**config.mk**
```make
export PLATFORM = sky130hd
export DESIGN_NAME = pdr_ctrl
export DESIGN_NICKNAME = d
export VERILOG_FILES = /design/src/sv/pdr_pkg.sv /design/src/sv/pdr_ctrl.sv
export SDC_FILE = /design/constraint.sdc
export NUM_CORES = 1
export LEC_CHECK = 0
export ABC_AREA = 1
export BUFFER_PORTS_ARGS = -buffer_cell sky130_fd_sc_hd__buf_4
export CAP_MARGIN = 5
export CORE_AREA = 2 2 39 41
export CTS_CLUSTER_DIAMETER = 50
export DETAILED_ROUTE_END_ITERATION = 8
export DIE_AREA = 0 0 41 43
export GPL_TIMING_DRIVEN = 1
export PLACE_DENSITY_LB_ADDON = 0.2
export SETUP_SLACK_MARGIN = 0.2
export SLEW_MARGIN = 25
export SYNTH_ARGS = -nofsm -noshare
export SYNTH_HDL_FRONTEND = slang
export SYNTH_SLANG_ARGS = --single-unit
export TNS_END_PERCENT = 100
```
**constraint.sdc**
```tcl
create_clock -name clock -period 1.6 [get_ports clock]
set_clock_uncertainty 0.1 [all_clocks]
set_input_delay 0.32 -clock clock [delete_from_list [all_inputs] [get_ports clock]]
set_output_delay 0.32 -clock clock [all_outputs]
set_load 0.005 [all_outputs]
```
**src/sv/pdr_pkg.sv**
```systemverilog
`timescale 1ns / 1ps
// ----------------------------------------------------------------------------
// pdr_pkg
// Types and constants shared by the pose dead-reckoning block.
// ----------------------------------------------------------------------------
package pdr_pkg;

   localparam int CORDIC_STEPS = 16;
   localparam int ITER_W       = $clog2(CORDIC_STEPS);
   localparam logic [ITER_W-1:0] CORDIC_LAST = ITER_W'(CORDIC_STEPS - 1);

   localparam logic [15:0] TICK_RESET  = 16'd655;
   localparam logic [31:0] HEAD_SCALE  = 32'd683565276;   // 65536/(2*pi), Q16
   localparam logic signed [33:0] CORDIC_X0 = 34'sd652032874;  // 1/K, Q30
   localparam logic signed [25:0] QUARTER_TURN = 26'sd4194304;
   localparam logic signed [25:0] HALF_TURN    = 26'sd8388608;

   // arctan(2^-i) in 2^24-per-turn units
   localparam logic [21:0] ATAN_TAB [CORDIC_STEPS] = '{
      22'd2097152, 22'd1238021, 22'd654136, 22'd332050,
      22'd166669,  22'd83416,   22'd41718,  22'd20860,
      22'd10430,   22'd5215,    22'd2608,   22'd1304,
      22'd652,     22'd326,     22'd163,    22'd81
   };

   typedef struct packed {
      logic signed [15:0] speed;
      logic signed [15:0] turn_rate;
   } req_type;

   typedef struct packed {
      logic signed [31:0] pos_x;
      logic signed [31:0] pos_y;
      logic        [15:0] heading;
   } rsp_type;

   typedef enum logic [1:0] {
      MSEL_HEAD,
      MSEL_X,
      MSEL_Y
   } mul_sel_type;

   typedef struct packed {
      logic              load_req;
      logic              mul_en;
      mul_sel_type       mul_sel;
      logic              head_upd;
      logic              cordic_init;
      logic              cordic_step;
      logic [ITER_W-1:0] iter;
      logic              x_upd;
      logic              y_upd;
      logic              rsp_load;
   } cmd_type;

endpackage

```
**src/sv/pdr_ctrl.sv**
```systemverilog
`timescale 1ns / 1ps
// ----------------------------------------------------------------------------
// pdr_ctrl
// Sequencer for one request: heading multiply, heading update, CORDIC
// iterations, x and y multiply/accumulate, result hand-off.
// ----------------------------------------------------------------------------
module pdr_ctrl (
   input  logic             clock,
   input  logic             reset,
   input  logic             req_valid,
   output logic             req_stall,
   output logic             rsp_valid,
   input  logic             rsp_stall,
   output pdr_pkg::cmd_type cmd
);
   import pdr_pkg::*;

   typedef enum logic [3:0] {
      S_IDLE,
      S_HMUL,
      S_HADD,
      S_CINIT,
      S_CITER,
      S_XMUL,
      S_XADD,
      S_YMUL,
      S_YADD,
      S_DONE
   } state_type;

   state_type         state_ff, state_in;
   logic [ITER_W-1:0] iter_ff, iter_in;
   logic              rsp_valid_ff, rsp_valid_in;

   always_comb begin
      state_in     = state_ff;
      iter_in      = iter_ff;
      rsp_valid_in = rsp_valid_ff;
      cmd          = '0;
      cmd.mul_sel  = MSEL_HEAD;
      cmd.iter     = iter_ff;
      if (rsp_valid_ff && !rsp_stall) rsp_valid_in = 1'b0;
      case (state_ff)
         S_IDLE: begin
            if (req_valid) begin
               cmd.load_req = 1'b1;
               state_in     = S_HMUL;
            end
         end
         S_HMUL: begin
            cmd.mul_en  = 1'b1;
            cmd.mul_sel = MSEL_HEAD;
            state_in    = S_HADD;
         end
         S_HADD: begin
            cmd.head_upd = 1'b1;
            state_in     = S_CINIT;
         end
         S_CINIT: begin
            cmd.cordic_init = 1'b1;
            iter_in         = '0;
            state_in        = S_CITER;
         end
         S_CITER: begin
            cmd.cordic_step = 1'b1;
            iter_in         = ITER_W'(iter_ff + 1'b1);
            if (iter_ff == CORDIC_LAST) state_in = S_XMUL;
         end
         S_XMUL: begin
            cmd.mul_en  = 1'b1;
            cmd.mul_sel = MSEL_X;
            state_in    = S_XADD;
         end
         S_XADD: begin
            cmd.x_upd = 1'b1;
            state_in  = S_YMUL;
         end
         S_YMUL: begin
            cmd.mul_en  = 1'b1;
            cmd.mul_sel = MSEL_Y;
            state_in    = S_YADD;
         end
         S_YADD: begin
            cmd.y_upd = 1'b1;
            state_in  = S_DONE;
         end
         S_DONE: begin
            if (!rsp_valid_ff || !rsp_stall) begin
               cmd.rsp_load = 1'b1;
               rsp_valid_in = 1'b1;
               state_in     = S_IDLE;
            end
         end
         default: state_in = S_IDLE;
      endcase
   end

   always_ff @(posedge clock) begin
      if (reset) begin
         state_ff     <= S_IDLE;
         iter_ff      <= '0;
         rsp_valid_ff <= 1'b0;
      end else begin
         state_ff     <= state_in;
         iter_ff      <= iter_in;
         rsp_valid_ff <= rsp_valid_in;
      end
   end

   assign req_stall = (state_ff != S_IDLE);
   assign rsp_valid = rsp_valid_ff;

   a_accept_starts: assert property (@(posedge clock) disable iff (reset)
      req_valid && !req_stall |=> state_ff == S_HMUL)
      else $error("accepted request did not start the sequence");

   a_load_free: assert property (@(posedge clock) disable iff (reset)
      cmd.rsp_load |-> (!rsp_valid_ff || !rsp_stall))
      else $error("result loaded over a pending result");

   a_load_valid: assert property (@(posedge clock) disable iff (reset)
      cmd.rsp_load |=> rsp_valid_ff)
      else $error("result loaded without valid");

   a_cordic_end: assert property (@(posedge clock) disable iff (reset)
      state_ff == S_CITER && iter_ff == CORDIC_LAST |=> state_ff == S_XMUL)
      else $error("CORDIC did not end after the last iteration");

endmodule

```
==> run metrics, run 1 <==
post-synth top area share=32.9%; CP Buf/Inv Count=2; asr flop ratio synth=0%; power per cell area=between 800 and 900 nW/um^2; first-pass GRT wire length=about 2400 um; vias=628; Placer Congestion=0.718; FF-to-FF path depth=9; CTS tree=yes; Setup crit start kind=register; Leak=0.427 nW; CP Cell Sequence=nor2_2 > inv_2 > nor3_1 > buf_4; crit path time final=1.59 ns; First DRT Iteration DRCs=8; area of the multi-input gates=363 sq um; post-synthesis area per instance=6.85 sq um; total of warnings raised by yosys=0; Critical Path RT=1.18 ns; worst reg2reg endpoint=state_ff[2]; clk sinks=9; CP Capture Type=primary output; RSZ-0062 raised after global routing=true; reg-to-reg setup timing slack=roughly 0.21 ns; met3 global-route usage=3.14%; Setup-failing EPs final=0; Total Power=797 uW; Layout area overhead=62.6%; Longest Clk Path Bufs=2; placed cell area=around 710 sq um; period utilization=99.5%; CP Class=reg2out; vias in the first global route=590; maxcap violations=0; Yosys cell types=22; FMAX=approximately 630 MHz; largest net degree at the start of global routing=9; register area share after synthesis=between 30% and 40%; Mapped Cells=80; fillcell total=121; mean routed wirelength per cell=12.0 um; Die Span X=41 um; Max Slew Vio Count=0; Slew @ Worst Pin=0.228 ns; Crit-path slowest cell=dfxtp_4; Port Buffers=19; Top delay family on crit path=flip-flops; final instance area=just under 900 sq um; most frequent cell after synthesis=nand2_1; top_reg_cell synth=dfxtp_1; DR pass1 iterations=4; synthesized net count=85; maximum vdd drop=between 0.0005 and 0.0006 V; Hold Path End=state_ff[2]; clock latency on the worst-skew pair=0.26 ns; met2 Use GR=34.7%; worst rel slew slack=84.8%; Tightest Hold Check Type=in2reg; CTS Root Cell=clkbuf_4; placed wire-length estimate=973 um; met1 capacity usage during global routing=between 20 and 25%; fin nets=119; full die area=1760 sq um; initial antenna violation count=0; top-level I/O count=20; Num CTS Buffers=3; RR Startpoint=state_ff[2]; crit path DAT=1.17 ns; via-per-instance ratio=4.87; hold_sp=reset; final hold vios=0; # diodes=0; status=complete, no violations; WHS=approximately 0.17 ns; Total Wirelength=1540 um; GR peak layer=met2; num rows=14; Crit Path Max Fanout=5; core area=1380 sq um; Post-synth EDFFs=0; CP peak stage delay=0.37 ns; Initial Utilization=roughly 40%; Clk pin slew, worst setup/hold paths=about 0.060 ns; register area=196 sq um; share of cells above drive strength 1=54.9%; Post-synth top cells=nand2_1 (15), nor2_1 (13), dfxtp_1 (9), nand3_1 (8), inv_1 (7); largest cells by area after synthesis=dfxtp_1 (33%), nand2_1 (10%), nor2_1 (8.9%); synthesized area=between 500 and 600 sq um; htree depth=1; Die Span Y=43 um; Yosys reg bits=9; CTS Hold Bufs=0; Tot GR Track Use=20.2%; largest area contributor in the netlist=dfxtp_1; cell count of the worst hold path=2; GRT overflow=0; DRC errors left=0; Antenna Violating Nets Remaining=0
[metal layers]
metal	up-vias	wire length, um
li1	322	-
met1	282	592
met2	22	854
met3	2	83
met4	0	10
met5	-	0
[area by class of cell]
cell class                      count  area share (%)
Multi-Input combinational cell     57            40.7
Inverter                           13            6.32
Clock buffer                        4            2.95
Timing Repair Buffer               30            25.7
Tap cell                           16            2.25
Sequential cell                     9            22.1
[cells in the final DEF, fill, tap and decap left out, types with 4 or more instances in the layout]
master,n
a21oi_1,5
buf_4,29
dfxtp_1,4
dfxtp_4,4
inv_1,6
nand2_1,14
nand3_1,7
nor2_1,7
nor2_2,5
nor2_4,5
[metrics by stage]
stage	std cells	utilization [%]	worst slack (ns)	setup TNS, ns
finish	129	64.4	0.00824	0
global route	129	64.4	-0.0381	-0.152
CTS	127	61.8	0.0256	0
detailed placement	115	51.6	0.165	0
global placement	115	51.6	0.169	0
floorplan	80	-	0.343	0
[where the power goes]
| group | total, mW | internal, mW | switching [mW] |
|---|---|---|---|
| combinational | 0.344 | 0.154 | 0.189 |
| clock | 0.173 | 0.0960 | 0.0775 |
| sequential | 0.279 | 0.247 | 0.0325 |
| total | 0.797 | 0.497 | 0.299 |
[state kept, by name (all words and copies together) (netlist names)]
register and count:
rsp_valid 1, state_ff 4, iter_ff 4
[timing repair]
item,CTS,global route
resized for setup,19,7
pin swaps,3,4
endpoints found under the setup margin,11,15
buffers inserted,8,2
[worst max path at each step]
stage	startpoint	endpoint	slack [ns]	cells past startpoint
after floorplan	state_ff[0]	cmd[0]	0.34	4
after global placement	state_ff[0]	cmd[0]	0.17	5
after detailed placement	state_ff[0]	cmd[0]	0.17	5
after CTS	state_ff[1]	cmd[1]	0.03	4
after global routing	state_ff[3]	cmd[9]	-0.04	4
final	state_ff[3]	cmd[9]	0.008	4
[cells by family after synthesis]
logic type / count (synthesis) / share of synthesized area, %
AND/OR/NAND/NOR: 48 / 46.3
buffers and inverters: 14 / 10.0
flip-flops: 9 / 32.9
AO/OA/AOI/OAI: 8 / 8.45
adder cells (fa/ha/maj): 1 / 2.28
No activity file was read; power rests on OpenSTA's default activity.
==> run 2: changes to the inputs <==
--- a/config.mk
+++ b/config.mk
@@ -5,13 +5,12 @@
 export SDC_FILE = /design/constraint.sdc
 export NUM_CORES = 1
 export LEC_CHECK = 0
-export ABC_AREA = 1
 export BUFFER_PORTS_ARGS = -buffer_cell sky130_fd_sc_hd__buf_4
 export CAP_MARGIN = 5
-export CORE_AREA = 2 2 39 41
+export CORE_AREA = 3 3 40 42
 export CTS_CLUSTER_DIAMETER = 50
 export DETAILED_ROUTE_END_ITERATION = 8
-export DIE_AREA = 0 0 41 43
+export DIE_AREA = 0 0 43 45
 export GPL_TIMING_DRIVEN = 1
 export PLACE_DENSITY_LB_ADDON = 0.2
 export SETUP_SLACK_MARGIN = 0.2
==> run 2 against run 1 <==
- combinational power is 39% lower
- the flow now finishes with violations (negative setup slack)
- die area is 9.8% higher
- synthesized area is 4.1% lower
- maximum frequency is 7.8% lower
- register-to-register slack worse by 0.31 ns
- sequential share of layout area is 4.5 points lower
- first-iteration DRC count is 13% lower
- utilization is 19 points higher
==> run metrics, run 2 <==
Die Span X=43 um; Layout area overhead=104%; clock latency on the worst-skew pair=roughly 0.26 ns; full die area=1940 sq um; status=finished, violations left; Total Wirelength=2130 um; Clk pin slew, worst setup/hold paths=0.06 ns; Tightest Hold Check Type=in2reg; DR pass1 iterations=4; met3 global-route usage=3.98%; period utilization=108%; Yosys reg bits=9; Initial Utilization=40.9%; Leak=0.461 nW; Setup WS post-layout=-0.127 ns; initial antenna violation count=0; clk sinks=9; first-pass GRT wire length=2820 um; Mapped Cells=65; largest cells by area after synthesis=dfxtp_1 (34%), nand2b_1 (7.1%), a21oi_1 (4.8%); cell count of the worst hold path=2; num rows=13; met2 Use GR=~36%; most common cell after layout, fill and taps aside=buf_4; hold_sp=reset; CTS tree=yes; placed wire-length estimate=891 um; Place WS=0.0690 ns; Clock power frac=28.8%; Sw Share=between 20% and 30%; GRT overflow=0; Crit Path Max Fanout=2; final hold vios=0; vias=674; Post-synth top cells=dfxtp_1 (9), nand2b_1 (6), nor2_1 (6); CTS Hold Bufs=0; First DRT Iteration DRCs=7; post-synth top area share=approximately a third; DRC errors left=0; via-per-instance ratio=between 5 and 6; power per cell area=588 nW/um^2; Num CTS Buffers=3; Antenna Violating Nets Remaining=0; share of cells above drive strength 1=a little over two thirds; Cell Int Power=roughly 440 uW; htree depth=1; FF-to-FF path depth=7; Setup crit start kind=register; asr flop ratio synth=0%; Post-synth EDFFs=0; Placer Congestion=0.755; RR Startpoint=state_ff[0]; maxcap violations=0; FMAX=about 580 MHz; CP Capture Type=primary output; Comb pwr share=33.3%; crit path time final=1.73 ns; Port Buffers=19; crit path DAT=around 1.3 ns; top-level I/O count=20; mean routed wirelength per cell=17.6 um; synthesized net count=70; register area share after synthesis=between 30% and 40%; Post-Route Setup TNS=-0.567 ns; CTS Root Cell=clkbuf_4; most frequent cell after synthesis=dfxtp_1; synthesized area=526 sq um; Die Span Y=45 um; GR peak layer=met2; violated checks=negative setup slack; CP Class=reg2out; RSZ-0062 raised after global routing=true; largest net degree at the start of global routing=11; Longest Clk Path Bufs=2; Tot GR Track Use=between 15 and 20%; worst reg2reg endpoint=state_ff[0]; commonest cells after routing, fill and taps aside=buf_4 (25), buf_6 (17), dfxtp_1 (5); Max Slew Vio Count=0; post-synthesis area per instance=8.08 sq um; maximum vdd drop=0.000408 V; vias in the first global route=627; met1 capacity usage during global routing=20.6%; Slew @ Worst Pin=between 0.2 and 0.3 ns; top_reg_cell synth=dfxtp_1; # diodes=0; reg-to-reg setup timing slack=-0.10 ns; sequential share of power=37.9%; fillcell total=between 70 and 80; Critical Path RT=1.18 ns; worst rel slew slack=roughly four fifths; Hold Path End=iter_ff[3]; total of warnings raised by yosys=0; fin nets=112; largest area contributor in the netlist=dfxtp_1; Setup-failing EPs final=9; Yosys cell types=28; NetSw=189 uW; core area=1280 sq um
[run 2: worst max-delay path by stage]
stage / startpoint / endpoint / cells after the start
3_5_place_dp: state_ff[3] / cmd[7] / 3
4_1_cts: state_ff[3] / cmd[7] / 3
6_report: state_ff[0] / cmd[7] / 3
3_3_place_gp: state_ff[3] / cmd[7] / 3
2_1_floorplan: state_ff[3] / iter_ff[3] / 5
5_1_grt: state_ff[0] / cmd[7] / 3
[run 2: layer usage]
layer / share of wire, % / vias up / routed length (um)
li1: - / 319 / -
met3: 4.1 / 8 / 88
met4: 4.4 / 0 / 93
met1: 38 / 318 / 808
met2: 53 / 29 / 1140
met5: 0 / - / 0
[run 2: cell type report]
class                           instances  area [sq um]  share of cell area [%]
Clock buffer                            4          26.3                    2.45
Inverter                                3          17.5                    1.63
Multi-Input combinational cell         47           435                    40.6
Sequential cell                         9           188                    17.5
Tap cell                               15          18.8                    1.75
Timing Repair Buffer                   43           387                    36.1
[run 2: logic make-up after synthesis]
| group | after synthesis | synth area share, % |
|---|---|---|
| simple gates | 31 | 33.6 |
| buf+inv | 9 | 9.28 |
| compound gates | 14 | 18.8 |
| fa+ha+maj | 1 | 2.38 |
| xor+xnor | 1 | 1.67 |
| flops | 9 | 34.3 |
[run 2: critical path: stages (launching register included)]
cell and delay (ns):
dfxtp_2 0.33, or4b_4 0.56, inv_4 0.08, buf_6 0.08
[run 2: metrics by stage]
step / power, mW / cells / instance area [sq um] / hold slack [ns] / utilization (%)
detailed placement: 0.343 / 98 / 687 / 0.415 / 53.5
global route: 0.655 / 121 / 1070 / 0.210 / 83.4
floorplan: 0.297 / 65 / 526 / 0.393 / -
CTS: 0.577 / 116 / 917 / 0.184 / 71.4
global placement: 0.341 / 98 / 687 / 0.418 / 53.5
finish: 0.631 / 121 / 1070 / 0.206 / 83.4
[run 2: power groups by stage]
| stage | sequential, mW | combinational [mW] | clock (mW) |
|---|---|---|---|
| 2_1_floorplan | 0.240 | 0.0579 | 0 |
| 3_3_place_gp | 0.241 | 0.100 | 0 |
| 3_5_place_dp | 0.241 | 0.102 | 0 |
| 4_1_cts | 0.238 | 0.155 | 0.184 |
| 5_1_grt | 0.239 | 0.222 | 0.194 |
| 6_report | 0.239 | 0.210 | 0.182 |
[run 2: what timing repair did]
action | CTS | global route
setup buffers | 12 | 4
endpoints found under the setup margin | 16 | 17
gates cloned | 2 | 1
gates resized for setup | 24 | 31
pin swaps | 10 | 9
==> run 3: changes to the inputs <==
--- a/config.mk
+++ b/config.mk
@@ -7,11 +7,13 @@
 export LEC_CHECK = 0
 export BUFFER_PORTS_ARGS = -buffer_cell sky130_fd_sc_hd__buf_4
 export CAP_MARGIN = 5
-export CORE_AREA = 3 3 40 42
+export CORE_AREA = 2 2 39 41
+export CTS_BUF_LIST = sky130_fd_sc_hd__clkbuf_4 sky130_fd_sc_hd__clkbuf_8 sky130_fd_sc_hd__clkbuf_16
 export CTS_CLUSTER_DIAMETER = 50
 export DETAILED_ROUTE_END_ITERATION = 8
-export DIE_AREA = 0 0 43 45
+export DIE_AREA = 0 0 41 43
 export GPL_TIMING_DRIVEN = 1
+export MAX_ROUTING_LAYER = met4
 export PLACE_DENSITY_LB_ADDON = 0.2
 export SETUP_SLACK_MARGIN = 0.2
 export SLEW_MARGIN = 25
==> run 3 against run 2 <==
- the flow still finishes with violations (negative setup slack)
- global-route usage shrank 0.69 points
- maximum frequency shrank 0.21%
- clock power grew 8%
- utilization shrank 14 points
- sequential share of layout area grew 1.5 points
- via count shrank 11%
- design area shrank 9.8%
- worst hold slack lost 0.013 ns
- non-clock buffer count shrank 8
==> run metrics, run 3 (synthesized netlist as in run 2, its figures left out) <==
fin nets=between 100 and 150; fillcell total=113; CTS Hold Bufs=0; CP peak stage delay=~0.56 ns; clk sinks=9; worst rel slew slack=83.3%; Die Span Y=43 um; reg-to-reg setup timing slack=-0.05 ns; Longest Clk Path Bufs=2; Die Span X=41 um; final instance area=967 sq um; Initial Utilization=between 30% and 40%; placed cell area=~680 sq um; First DRT Iteration DRCs=3; CTS tree=yes; FMAX=578 MHz; Tightest Hold Check Type=in2reg; GRT overflow=0; CP Capture Type=primary output; DRC errors left=0; crit path DAT=1.31 ns; htree depth=1; Tot GR Track Use=18.9%; Num CTS Buffers=3; CTS Root Cell=clkbuf_4; Slew @ Worst Pin=0.250 ns; Crit-path slowest cell=or4b_4; Setup crit start kind=register; Placer Congestion=approximately 0.74; final hold vios=0; placed wire-length estimate=845 um; power per cell area=between 600 and 700 nW/um^2; Setup-failing EPs final=6; WHS=0.192 ns; CP Class=reg2out; share of cells above drive strength 1=between 60 and 70%; top-level I/O count=20; Port Buffers=19; Layout area overhead=84.0%; RSZ-0062 raised after global routing=true; period utilization=108%; core area=1380 sq um; most common cell after layout, fill and taps aside=buf_4; Max Slew Vio Count=0; crit path time final=about 1.7 ns; vias in the first global route=528; DR pass1 iterations=2; Antenna Violating Nets Remaining=0; Critical Path RT=about 1.2 ns; # diodes=0; first-pass GRT wire length=around 2200 um; via-per-instance ratio=5.27; num rows=14; largest net degree at the start of global routing=11; Total Wirelength=1470 um; status=finished, violations left; clock latency on the worst-skew pair=0.26 ns; Leak=0.410 nW; initial antenna violation count=0; CP Cell Sequence=or4b_4 > inv_4 > buf_6; mean routed wirelength per cell=12.9 um; maximum vdd drop=0.000382 V; violated checks=negative setup slack; commonest cells after routing, fill and taps aside=buf_4 (25), buf_6 (10), dfxtp_1 (6); Setup WS post-layout=-0.130 ns; Crit Path Max Fanout=2; full die area=between 1500 and 2000 sq um; vias=601; maxcap violations=0; Clk pin slew, worst setup/hold paths=approximately 0.060 ns
==> run 3: stage by stage <==
| step | setup slack [ns] | utilization [%] | setup TNS [ns] | instances | power [mW] |
|---|---|---|---|---|---|
| global placement | 0.0925 | 49.2 | 0 | 98 | 0.340 |
| global route | -0.172 | 69.9 | -0.809 | 114 | 0.646 |
| detailed placement | 0.0794 | 49.2 | 0 | 98 | 0.340 |
| finish | -0.130 | 69.9 | -0.290 | 114 | 0.612 |
| floorplan | -0.000999 | - | -0.000999 | 65 | 0.297 |
| CTS | -0.117 | 66.7 | -0.204 | 113 | 0.598 |
==> run 3: final timing paths <==
check                            startpoint          to  cells after the start
worst max-delay path            state_ff[0]      cmd[7]                      3
worst min-delay path                  reset  iter_ff[3]                      2
worst max register to register  state_ff[0]  iter_ff[3]                      4
worst min register to register   iter_ff[1]  iter_ff[1]                      2
==> run 3: worst max-delay path, delay by kind of cell, from the launching register on <==
family                 cells  cell delay, ns
buffers and inverters      2            0.16
DFF                        1            0.32
and+or+nand+nor            1            0.56
==> run 3: repair_timing <==
action | CTS | global route
setup buffers | 10 | 1
setup endpoints to repair | 14 | 17
gates resized for setup | 33 | 7
pin swaps | 13 | 3
endpoints found under the hold margin | 0 | 0
cloned | 1 | 0
==> run 3: final cells by class <==
| type | count | area (sq um) | share of cell area (%) |
|---|---|---|---|
| Sequential cell | 9 | 184 | 19.0 |
| Clock buffer | 4 | 30.0 | 3.10 |
| Tap cell | 16 | 20.0 | 2.07 |
| Multi-Input combinational cell | 47 | 419 | 43.3 |
| Inverter | 3 | 13.8 | 1.42 |
| Timing Repair Buffer | 35 | 300 | 31.0 |
==> run 3: metal layers <==
| metal | track usage, % | up-vias | wire [um] |
|---|---|---|---|
| li1 | - | 301 | - |
| met1 | 21.5 | 281 | 592 |
| met2 | 30.9 | 17 | 802 |
| met3 | 3.14 | 2 | 58 |
| met4 | 8.00 | 0 | 19 |
| met5 | - | - | 0 |
==> run 3: report_power, final <==
part / internal [mW] / total, mW / switching, mW / leakage, nW
Sequential: 0.232 / 0.239 / 0.00655 / 0.0741
Combinational: 0.0969 / 0.177 / 0.0802 / 0.318
Clock: 0.113 / 0.196 / 0.0826 / 0.0184
